===== src/design/jnke_pkg.sv =====
// shared types, constants and key tables for the json nested key extractor
// no dependencies
package jnke_pkg;

   localparam int DEPTH_BITS  = 8;
   localparam int LENGTH_BITS = 16;

   localparam int OUTER_LEN = 5;
   localparam int INNER_LEN = 12;

   localparam logic [7:0] CH_QUOTE  = 8'h22;
   localparam logic [7:0] CH_BSLASH = 8'h5C;
   localparam logic [7:0] CH_COLON  = 8'h3A;
   localparam logic [7:0] CH_LBRACE = 8'h7B;
   localparam logic [7:0] CH_RBRACE = 8'h7D;
   localparam logic [7:0] CH_L      = 8'h6C;

   typedef enum logic [8:0] {
      PH_OUTER     = 9'b000000001,
      PH_KEY_END   = 9'b000000010,
      PH_KEY_WS    = 9'b000000100,
      PH_COLON_WS  = 9'b000001000,
      PH_INNER     = 9'b000010000,
      PH_INNER_WS1 = 9'b000100000,
      PH_INNER_WS2 = 9'b001000000,
      PH_VALUE     = 9'b010000000,
      PH_FINISHED  = 9'b100000000
   } phase_type;

   typedef struct packed {
      logic                   has_byte;
      logic [7:0]             name_byte;
      logic                   has_done;
      logic                   found;
      logic [LENGTH_BITS-1:0] name_length;
   } result_type;

   function automatic logic is_ws(input logic [7:0] c);
      return c inside {8'h20, 8'h09, 8'h0A, 8'h0D};
   endfunction

   function automatic logic [7:0] outer_key_char(input logic [2:0] pos);
      case (pos)
         3'd0: return CH_QUOTE;
         3'd1: return CH_L;
         3'd2: return CH_L;
         3'd3: return 8'h6D;
         3'd4: return CH_QUOTE;
         default: return 8'h00;
      endcase
   endfunction

   function automatic logic [7:0] inner_key_char(input logic [3:0] pos);
      case (pos)
         4'd0:  return CH_QUOTE;
         4'd1:  return 8'h6D;
         4'd2:  return 8'h6F;
         4'd3:  return 8'h64;
         4'd4:  return 8'h65;
         4'd5:  return CH_L;
         4'd6:  return 8'h5F;
         4'd7:  return 8'h6E;
         4'd8:  return 8'h61;
         4'd9:  return 8'h6D;
         4'd10: return 8'h65;
         4'd11: return CH_QUOTE;
         default: return 8'h00;
      endcase
   endfunction

endpackage


===== src/design/jnke_parser.sv =====
// byte parser: key matchers, brace depth tracking and value extraction
// depends on jnke_pkg
module jnke_parser (
   input  logic                   clock,
   input  logic                   reset,
   input  logic                   accept,
   input  logic [7:0]             text_byte,
   input  logic                   final_byte,
   output jnke_pkg::result_type   result
);

   localparam logic [jnke_pkg::DEPTH_BITS-1:0]  DEPTH_MAX  = '1;
   localparam logic [jnke_pkg::LENGTH_BITS-1:0] LENGTH_MAX = '1;

   jnke_pkg::phase_type                phase_ff, phase_in;
   logic [2:0]                         outer_pos_ff, outer_pos_in;
   logic [3:0]                         inner_pos_ff, inner_pos_in;
   logic [jnke_pkg::DEPTH_BITS-1:0]    depth_ff, depth_in;
   logic                               quoted_ff, quoted_in;
   logic                               esc_ff, esc_in;
   logic                               vesc_ff, vesc_in;
   logic [jnke_pkg::LENGTH_BITS-1:0]   count_ff, count_in;

   always_comb begin
      logic [3:0]                      op;
      logic [4:0]                      ip;
      logic [jnke_pkg::DEPTH_BITS-1:0] dec;
      logic                            emit;
      phase_in     = phase_ff;
      outer_pos_in = outer_pos_ff;
      inner_pos_in = inner_pos_ff;
      depth_in     = depth_ff;
      quoted_in    = quoted_ff;
      esc_in       = esc_ff;
      vesc_in      = vesc_ff;
      count_in     = count_ff;
      emit         = 1'b0;
      op           = '0;
      ip           = '0;
      dec          = '0;
      case (phase_ff)
         jnke_pkg::PH_OUTER: begin
            if (text_byte == jnke_pkg::outer_key_char(outer_pos_ff)) begin
               op = {1'b0, outer_pos_ff} + 4'd1;
            end else begin
               op = (text_byte == jnke_pkg::CH_QUOTE) ? 4'd1 : 4'd0;
            end
            if (op == 4'(jnke_pkg::OUTER_LEN)) begin
               outer_pos_in = '0;
               phase_in     = jnke_pkg::PH_KEY_END;
            end else begin
               outer_pos_in = op[2:0];
            end
         end
         jnke_pkg::PH_KEY_END, jnke_pkg::PH_KEY_WS: begin
            if (jnke_pkg::is_ws(text_byte)) begin
               phase_in = jnke_pkg::PH_KEY_WS;
            end else if (text_byte == jnke_pkg::CH_COLON) begin
               phase_in = jnke_pkg::PH_COLON_WS;
            end else begin
               if (phase_ff == jnke_pkg::PH_KEY_END && text_byte == jnke_pkg::CH_L) begin
                  outer_pos_in = 3'd2;
               end else begin
                  outer_pos_in = (text_byte == jnke_pkg::CH_QUOTE) ? 3'd1 : 3'd0;
               end
               phase_in = jnke_pkg::PH_OUTER;
            end
         end
         jnke_pkg::PH_COLON_WS: begin
            if (jnke_pkg::is_ws(text_byte)) begin
               phase_in = jnke_pkg::PH_COLON_WS;
            end else if (text_byte == jnke_pkg::CH_LBRACE) begin
               phase_in     = jnke_pkg::PH_INNER;
               depth_in     = jnke_pkg::DEPTH_BITS'(1);
               quoted_in    = 1'b0;
               esc_in       = 1'b0;
               inner_pos_in = '0;
            end else begin
               outer_pos_in = (text_byte == jnke_pkg::CH_QUOTE) ? 3'd1 : 3'd0;
               phase_in     = jnke_pkg::PH_OUTER;
            end
         end
         jnke_pkg::PH_INNER, jnke_pkg::PH_INNER_WS1,
         jnke_pkg::PH_INNER_WS2, jnke_pkg::PH_VALUE: begin
            if (phase_ff == jnke_pkg::PH_INNER) begin
               if (text_byte == jnke_pkg::inner_key_char(inner_pos_ff)) begin
                  ip = {1'b0, inner_pos_ff} + 5'd1;
               end else begin
                  ip = (text_byte == jnke_pkg::CH_QUOTE) ? 5'd1 : 5'd0;
               end
               if (ip == 5'(jnke_pkg::INNER_LEN)) begin
                  inner_pos_in = '0;
                  phase_in     = jnke_pkg::PH_INNER_WS1;
               end else begin
                  inner_pos_in = ip[3:0];
               end
            end else if (phase_ff == jnke_pkg::PH_INNER_WS1) begin
               if (text_byte == jnke_pkg::CH_COLON) begin
                  phase_in = jnke_pkg::PH_INNER_WS2;
               end else if (!jnke_pkg::is_ws(text_byte)) begin
                  phase_in = jnke_pkg::PH_FINISHED;
               end
            end else if (phase_ff == jnke_pkg::PH_INNER_WS2) begin
               if (text_byte == jnke_pkg::CH_QUOTE) begin
                  phase_in = jnke_pkg::PH_VALUE;
                  vesc_in  = 1'b0;
               end else if (!jnke_pkg::is_ws(text_byte)) begin
                  phase_in = jnke_pkg::PH_FINISHED;
               end
            end else begin
               emit = 1'b1;
               if (vesc_ff) begin
                  vesc_in = 1'b0;
               end else if (text_byte == jnke_pkg::CH_QUOTE) begin
                  emit     = 1'b0;
                  phase_in = jnke_pkg::PH_FINISHED;
               end else if (text_byte == jnke_pkg::CH_BSLASH) begin
                  vesc_in = 1'b1;
               end
               if (emit && count_ff != LENGTH_MAX) begin
                  count_in = count_ff + jnke_pkg::LENGTH_BITS'(1);
               end
            end
            // string- and escape-aware depth tracking
            if (phase_in != jnke_pkg::PH_FINISHED) begin
               if (quoted_ff) begin
                  if (esc_ff) begin
                     esc_in = 1'b0;
                  end else if (text_byte == jnke_pkg::CH_BSLASH) begin
                     esc_in = 1'b1;
                  end else if (text_byte == jnke_pkg::CH_QUOTE) begin
                     quoted_in = 1'b0;
                  end
               end else if (text_byte == jnke_pkg::CH_LBRACE) begin
                  if (depth_ff != DEPTH_MAX) begin
                     depth_in = depth_ff + jnke_pkg::DEPTH_BITS'(1);
                  end
               end else if (text_byte == jnke_pkg::CH_RBRACE) begin
                  dec = (depth_ff != '0) ? depth_ff - jnke_pkg::DEPTH_BITS'(1) : '0;
                  depth_in = dec;
                  if (dec == '0) begin
                     phase_in = jnke_pkg::PH_FINISHED;
                  end
               end else if (text_byte == jnke_pkg::CH_QUOTE) begin
                  quoted_in = 1'b1;
               end
            end
         end
         default: begin
         end
      endcase

      result.has_byte    = emit;
      result.name_byte   = text_byte;
      result.has_done    = final_byte;
      result.found       = (count_in != '0);
      result.name_length = count_in;

      if (final_byte) begin
         phase_in     = jnke_pkg::PH_OUTER;
         outer_pos_in = '0;
         inner_pos_in = '0;
         depth_in     = '0;
         quoted_in    = 1'b0;
         esc_in       = 1'b0;
         vesc_in      = 1'b0;
         count_in     = '0;
      end
   end

   always_ff @(posedge clock) begin
      if (reset) begin
         phase_ff     <= jnke_pkg::PH_OUTER;
         outer_pos_ff <= '0;
         inner_pos_ff <= '0;
         depth_ff     <= '0;
         quoted_ff    <= 1'b0;
         esc_ff       <= 1'b0;
         vesc_ff      <= 1'b0;
         count_ff     <= '0;
      end else if (accept) begin
         phase_ff     <= phase_in;
         outer_pos_ff <= outer_pos_in;
         inner_pos_ff <= inner_pos_in;
         depth_ff     <= depth_in;
         quoted_ff    <= quoted_in;
         esc_ff       <= esc_in;
         vesc_ff      <= vesc_in;
         count_ff     <= count_in;
      end
   end

endmodule


===== src/design/json_nested_key_extractor.sv =====
// top level: byte parser followed by a two-entry result queue
// depends on jnke_pkg and jnke_parser
// results: a taken byte's beat is registered into the head entry of the result queue,
// or the spare entry while the head is held; throughput: one byte per cycle while the
// spare entry is empty; a final byte inside the value gives two beats, name byte then done
// reset: synchronous, clears parser state and empties the result queue
module json_nested_key_extractor (
   input  logic        clock,
   input  logic        reset,
   input  logic        req_valid,
   output logic        req_stall,
   input  logic [7:0]  req_text_byte,
   input  logic        req_final_byte,
   output logic        rsp_valid,
   input  logic        rsp_stall,
   output logic        rsp_is_done,
   output logic [7:0]  rsp_name_byte,
   output logic        rsp_found,
   output logic [15:0] rsp_name_length
);

   jnke_pkg::result_type res;
   jnke_pkg::result_type head_ff, head_in, spare_ff, spare_in;
   logic                 head_vld_ff, head_vld_in, spare_vld_ff, spare_vld_in;
   logic                 sub_ff, sub_in;
   logic                 accept, push, beat, pop;

   assign req_stall = spare_vld_ff;
   assign accept    = req_valid && !req_stall;
   assign push      = accept && (res.has_byte || res.has_done);

   jnke_parser u_parser (
      .clock      (clock),
      .reset      (reset),
      .accept     (accept),
      .text_byte  (req_text_byte),
      .final_byte (req_final_byte),
      .result     (res)
   );

   assign rsp_valid = head_vld_ff;
   assign beat      = rsp_valid && !rsp_stall;
   assign pop       = beat && (!(head_ff.has_byte && head_ff.has_done) || sub_ff);

   assign rsp_is_done     = head_ff.has_done && (!head_ff.has_byte || sub_ff);
   assign rsp_name_byte   = rsp_is_done ? 8'h00 : head_ff.name_byte;
   assign rsp_found       = rsp_is_done ? head_ff.found : 1'b0;
   assign rsp_name_length = rsp_is_done ? 16'(head_ff.name_length) : 16'h0000;

   always_comb begin
      head_in      = head_ff;
      spare_in     = spare_ff;
      head_vld_in  = head_vld_ff;
      spare_vld_in = spare_vld_ff;
      sub_in       = sub_ff;
      if (pop) begin
         sub_in = 1'b0;
         if (spare_vld_ff) begin
            head_in      = spare_ff;
            spare_vld_in = 1'b0;
         end else begin
            head_in     = res;
            head_vld_in = push;
         end
      end else begin
         if (beat) begin
            sub_in = 1'b1;
         end
         if (push) begin
            if (head_vld_ff) begin
               spare_in     = res;
               spare_vld_in = 1'b1;
            end else begin
               head_in     = res;
               head_vld_in = 1'b1;
            end
         end
      end
   end

   always_ff @(posedge clock) begin
      if (reset) begin
         head_vld_ff  <= 1'b0;
         spare_vld_ff <= 1'b0;
         sub_ff       <= 1'b0;
      end else begin
         head_vld_ff  <= head_vld_in;
         spare_vld_ff <= spare_vld_in;
         sub_ff       <= sub_in;
      end
      head_ff  <= head_in;
      spare_ff <= spare_in;
   end

endmodule

===== config.mk =====
export PLATFORM = sky130hd
export DESIGN_NAME = json_nested_key_extractor
export DESIGN_NICKNAME = d
export VERILOG_FILES = /design/src/design/jnke_pkg.sv /design/src/design/jnke_parser.sv /design/src/design/json_nested_key_extractor.sv
export SDC_FILE = /design/constraint.sdc
export NUM_CORES = 1
export LEC_CHECK = 0
export ABC_AREA = 1
export BUFFER_PORTS_ARGS = -buffer_cell sky130_fd_sc_hd__clkbuf_2
export CORE_UTILIZATION = 24
export DETAILED_ROUTE_END_ITERATION = 16
export GPL_ROUTABILITY_DRIVEN = 0
export SKIP_CTS_REPAIR_TIMING = 1
export SLEW_MARGIN = 30
export SYNTH_ARGS = -nofsm -noshare
export SYNTH_HDL_FRONTEND = slang
export SYNTH_SLANG_ARGS = --single-unit

===== constraint.sdc =====
create_clock -name clock -period 4.02 [get_ports clock]
set_input_delay 0.402 -clock clock [delete_from_list [all_inputs] [get_ports clock]]
set_output_delay 0.402 -clock clock [all_outputs]
set_load 0.02 [all_outputs]

# ---- Yosys cells after proc, flatten, opt, wreduce, memory -nomap -nowiden
# Memories as Yosys holds them, arrays and structs flattened. A register that Yosys moved wholly into a read port is not among the register bits.
# Cells that the tools add are included.
dict set report op_classes {
  addsub 5
  multipliers 0
  n_div 0
  magnitude_cmp 0
  n_eq_ne 46
  shift 0
  n_mux 111
  bitwise 1
  n_reduce_logical 41
}
# op n
set ops {}
lappend ops {{9-bit two-way mux} 19}
lappend ops {{16-bit two-way mux} 7}
lappend ops {{27-bit two-way mux} 4}
lappend ops {{8-bit two-way mux} 13}
lappend ops {{1-bit two-way mux} 40}
lappend ops {{4-bit two-way mux} 10}
lappend ops {{9-bit one-hot mux with 4 select lines} 1}
lappend ops {{8-bit by 7-bit == test with 1-bit output (second input constant)} 4}
lappend ops {{8-bit by 4-bit == test with 1-bit output (second input constant)} 3}
lappend ops {{8-bit by 6-bit == test with 1-bit output (second input constant)} 3}
lappend ops {{3-bit two-way mux} 7}
lappend ops {{7-bit one-hot mux with 3 select lines} 1}
lappend ops {{5-bit two-way mux} 4}
lappend ops {{3-bit inequality test (second input constant)} 6}
lappend ops {{16-bit by 1-bit adder with 16-bit output (second input constant)} 1}
lappend ops {{8-bit == test} 2}
lappend ops {{16-bit inequality test (second input constant)} 1}
lappend ops {{8-bit one-hot mux with 2 select lines} 1}
lappend ops {{16-bit nonzero test} 1}
lappend ops {{3-bit by 2-bit inequality test with 1-bit output (second input constant)} 5}
lappend ops {{5-bit AND reduction} 3}
lappend ops {{6-bit AND reduction} 2}
lappend ops {{9-bit by 1-bit == test with 1-bit output (second input constant)} 1}
lappend ops {{9-bit by 2-bit == test with 1-bit output (second input constant)} 1}
lappend ops {{other kinds (40)} 64}
dict set report totals {
  reg_bits 100
  latch_bits 0
  ramBits 0
  romBits 112
  inputBits 13
  word_cells 226
  memories 1
}
# memory words word_bits read_ports rd_clocked_by_memory_dff wr line
set memory_table {}
lappend memory_table {{(name not given)} 16 7 1 1 0 jnke_pkg.sv:54} ;# case (pos)

# ---- Logic depth before layout (Yosys ltp)
dict set report depth {
  ltp_word 18
  depth_mapped 20
  ltp_nobuf 19
}

# ---- Modules after synthesis
# A second synthesis with hierarchy kept.
dict set report unflattened {
  cells_unflattened 927
  hier_area_um2 6621.4
}
# mod instances cells_per_inst area_each_um2
set by_module_without_submodules {}
lappend by_module_without_submodules {jnke_parser 1 706 4241.6}
lappend by_module_without_submodules {json_nested_key_extractor 1 221 2379.8}

# ---- Least setup slack after synthesis
# OpenSTA, ideal clock, no wires.
dict set report synth_path {
  path_kind {input to register}
  start {in req_final_byte}
  end {reg head_ff[0] (netlist name), enable pin}
  setup_time_ps 449
  arrival_ps 3140
  slack_ps 431
  stages 6
  path_buffers 2
  path_cell_list {clkbuf_1 -> inv_1 -> clkbuf_1 -> a21oi_1 -> inv_1 -> o21ai_0}
}
dict set report synth_between {
  elab_chain_cells 4
}
# item line
set synth_lines {}
lappend synth_lines {{start: declaration} json_nested_key_extractor.sv:13} ;# input logic req_final_byte,
lappend synth_lines {{1-bit logical OR} json_nested_key_extractor.sv:30} ;# assign push = accept && (res.has_byte || res.has_done);
lappend synth_lines {{1-bit logical AND} json_nested_key_extractor.sv:30}
lappend synth_lines {{2-bit nonzero test (no source line)} -}
lappend synth_lines {{2-bit AND reduction (no source line)} -}
lappend synth_lines {{end signal: assignment} json_nested_key_extractor.sv:91} ;# head_ff <= head_in;
lappend synth_lines {{end: declaration} json_nested_key_extractor.sv:23} ;# jnke_pkg::result_type head_ff, head_in, spare_ff, spare_in;
# No other way between the ends.
# A chain may end at the register's enable or synchronous reset.

==> run_results.csv <==
group,metric,value,unit
timing,whs,0.324,ns
synth,synth_commonest_cells,"nand2_1 (248), nor2_1 (124), inv_1 (113)",
worst_setup_path,worst-endpoint-arrival,3.23,ns
route,drt_pass1_iterations,5,
global_routing,grt_use_total,11.2,%
route,detail_route.wirelength,15400,µm
layout,diodes,0,
timing,tightest_slew,0.782,ns
synth,postSynthAreaPerCell,7.19,µm²
worst_setup_path,path_cells,"nor2_1 -> nand3_1 -> nor2_2 -> inv_2 -> nand2_2 -> nor2_2 -> nor2_2 -> nand2_1 -> nand2_4 -> nand2_1 -> o21ai_0 -> nand2_1 -> inv_1 -> ha_1 -> inv_1 -> nand3_2 -> nand3_1",
synth,synth-seq-area-share,40.9,%
timing,final_max_slew_viol_count,0,
power_and_ir_drop,power_leakage,3.22,nW
timing,setup_viol,0,
cts,cts_inserted_buffers,9,
timing,minimum_clock_period_after_layout,2.93,ns
synth,synth_top_cells_by_area,"edfxtp_1 (25%), dfxtp_1 (16%), nand2_1 (14%), nor2_1 (7.1%), inv_1 (6.5%)",
cts,cts_htree_levels,3,
power_and_ir_drop,switching_share,29.8,%
worst_setup_path,critPathMaxFanout,12,
synth,synth-edff-count,54,
worst_setup_path,worstSetupStartpoint,"u_parser.phase_ff[7]$_SDFFE_PP0P_",
timing,finalHoldViolCount,0,
timing,clock_skew,0.00954,ns
power_and_ir_drop,power.density_cell_area,334,nW/µm²
cts,max-clock-path-buffers,2,
layout,final_cells,1295,
power_and_ir_drop,combPwrFrac,15.4,%
die,initial_core_util,24.4,%
synth,post_synth_num_cell_types,49,
power_and_ir_drop,total_switching_power,0.738,mW
timing,rsz_0062_raised_after_global_routing,"no",
timing,layout_worst_path_cycle_share,73.0,%
cts,cts.reportedPaths.clkPinSlew,0.07,ns
layout,num-nets-final,977,
synth,synthesis.nets,940,
global_routing,initial_antenna_violation_count,0,
route,routed_length_per_placed_instance,11.9,µm
worst_setup_path,r2r_setup_slack,1.09,ns
timing,timing.final.ws_setup,1.09,ns
die,dieArea,28000,µm²
layout,n_fill_cell,2898,
power_and_ir_drop,internal_power,1.74,mW
placed_design,place.detailed.instances,1279,
synth,synthDominantCellAreaShare,24.7,%
route,drc,0,
synth,yosys_warnings,0,
timing,clock.fmax,341,MHz
die,io-pin-count,41,
cts,clk-insertion-delay-late,0.36,ns
timing,relSlewSlack,47.5,%
placed_design,io_buffers,40,
placed_design,post-place-ws,1.11,ns
worst_setup_path,crit_path_start_kind,"flop",
die,core.rowCount,60,
layout,final_core_util,27.6,%
synth,synthFlopType,"edfxtp_1",
cts,numClockSinks,107,
power_and_ir_drop,power_frac_clock,35.2,%
synth,async_reset_ff_share,0,%
power_and_ir_drop,seqPwrFrac,49.4,%
timing,setup-tns-final,0,ns
placed_design,dp_hpwl,11600,µm
global_routing,pin_count_of_the_biggest_net_entering_global_routing,38,
global_routing,globalRouteOverflowTotal,0,
die,dieHeight,167,µm
status,status,"finished clean",
global_routing,grt_pass1_vias,5436,
worst_setup_path,rr_startpoint,"u_parser.phase_ff[7]$_SDFFE_PP0P_",
worst_setup_path,cell_family_with_most_cp_delay,"simple AND/OR/NAND/NOR gates",
layout,flow.area_growth_from_synthesis,13.3,%
route,detailroute.via_count,5807,
worst_setup_path,worstSetupPathType,"flop to flop",
layout,finish.instance_area,7420,µm²
power_and_ir_drop,ir_worst_vdd,0.165,mV
die,chipWidth,167,µm
synth,synth_most_common_cell,"nand2_1",
global_routing,grt_pass1_wl,26000,µm
route,avgViaCountPerCell,4.48,
worst_setup_path,critPathCaptureType,"flop",
min_path,hold_path.class,"input port to flop",
power_and_ir_drop,total_power,2.48,mW
synth,ys_ff_latch,107,
layout,drive_gt1_share,13.5,%
synth,mappedNetlistArea,6550,µm²
synth,synth_top_area_cell,"edfxtp_1",
route,route.antenna.remaining_nets,0,
cts,cts_tree,"yes",
min_path,hp-start,"req_text_byte[6]",
worst_setup_path,path_buf_inv,3,
worst_setup_path,crit_path_top_delay_cell,"nor2_2",
cts,root_buffer,"clkbuf_16",
worst_setup_path,worst-endpoint-required,4.32,ns
placed_design,placed_cell_area,7140,µm²
die,fp.coreArea,26900,µm²
route,dr.first_iter.drc_count,380,
run,cap_viol_max_count,0,
worst_setup_path,critical_path_max_stage_delay,0.39,ns
synth,post_synth_inst_count,912,
## registers in the layout, summed over array words and instances (netlist names), 3 cells and up, named ones only
signal and flops:
u_parser.outer_pos_ff 3, head_ff 27, u_parser.count_ff 16, u_parser.inner_pos_ff 4, spare_ff 27, u_parser.phase_ff 9
u_parser.depth_ff 8
## cell type report
cell class              instances  area [µm²]  area share (%)
flip-flops and latches        107        2680            36.1
multi-input cells             652        3280            44.2
inverters                     133         502            6.76
repair buffers                 46         245            3.30
clock inverters                 7        58.8           0.792
well taps                     341         427            5.75
clock buffers                   9         225            3.03
## cells by family after synthesis
kind of cell,Yosys count,share of synthesized area (%)
xor+xnor,14,1.99
mux,1,0.153
compound gates,119,10.4
fa+ha+maj,15,2.86
flops,107,40.9
buf+inv,153,9.13
simple gates,503,34.6
## worst paths after layout
| path | to | cells after the start |
|---|---|---|
| setup / recovery | flop | 17 |
| hold / removal | spare_ff[24]$_DFFE_PP_ | 1 |
| setup reg to reg | flop | 17 |
| hold reg to reg | u_parser.phase_ff[6]$_SDFFE_PP0P_ | 2 |
## worst register-to-register path: stages, from the launching register on
cell	delay (ns)
dfxtp_1	0.36
nor2_1	0.25
nand3_1	0.13
nor2_2	0.18
inv_2	0.08
nand2_2	0.09
nor2_2	0.06
nor2_2	0.39
nand2_1	0.17
nand2_4	0.17
nand2_1	0.06
o21ai_0	0.09
nand2_1	0.17
inv_1	0.16
ha_1	0.25
inv_1	0.09
nand3_2	0.08
nand3_1	0.08
## layer usage
| layer | vias to the layer above | share of wire [%] | global-route usage, % |
|---|---|---|---|
| met1 | 2634 | 47 | 14.4 |
| met4 | 0 | 1.6 | 3.79 |
| met3 | 17 | 4.4 | 1.39 |
| li1 | 3013 | - | - |
| met2 | 143 | 47 | 19.4 |
| met5 | - | 0 | 0 |
## cell usage in the layout (no fill, tap or decap), drive strengths merged
master and n:
nand2 262, nor2 139, inv 134, nand3 64, edfxtp 54, dfxtp 53, o21ai 49, clkbuf 49
a21oi 47, ha 15, nor3 14, xor2 13, nand4 12, a31oi 7, nand3b 6, buf 6
o211ai 5, nor4 4, clkinv 4, a211oi 3, o21bai 2, clkinvlp 2, and2 1, xnor2 1
a21o 1, or2 1, mux2i 1, o41ai 1, o2111ai 1, a31o 1, a32oi 1, o311ai 1
## power by group through the flow
| stage | logic [mW] | registers [mW] | clock network (mW) |
|---|---|---|---|
| 2_1_floorplan | 0.281 | 1.25 | 0 |
| 3_3_place_gp | 0.381 | 1.25 | 0 |
| 3_5_place_dp | 0.381 | 1.25 | 0 |
| 4_1_cts | 0.383 | 1.22 | 0.890 |
| 5_1_grt | 0.429 | 1.23 | 0.930 |
| 6_report | 0.382 | 1.22 | 0.871 |
No activity file was read; power rests on OpenSTA's default activity.
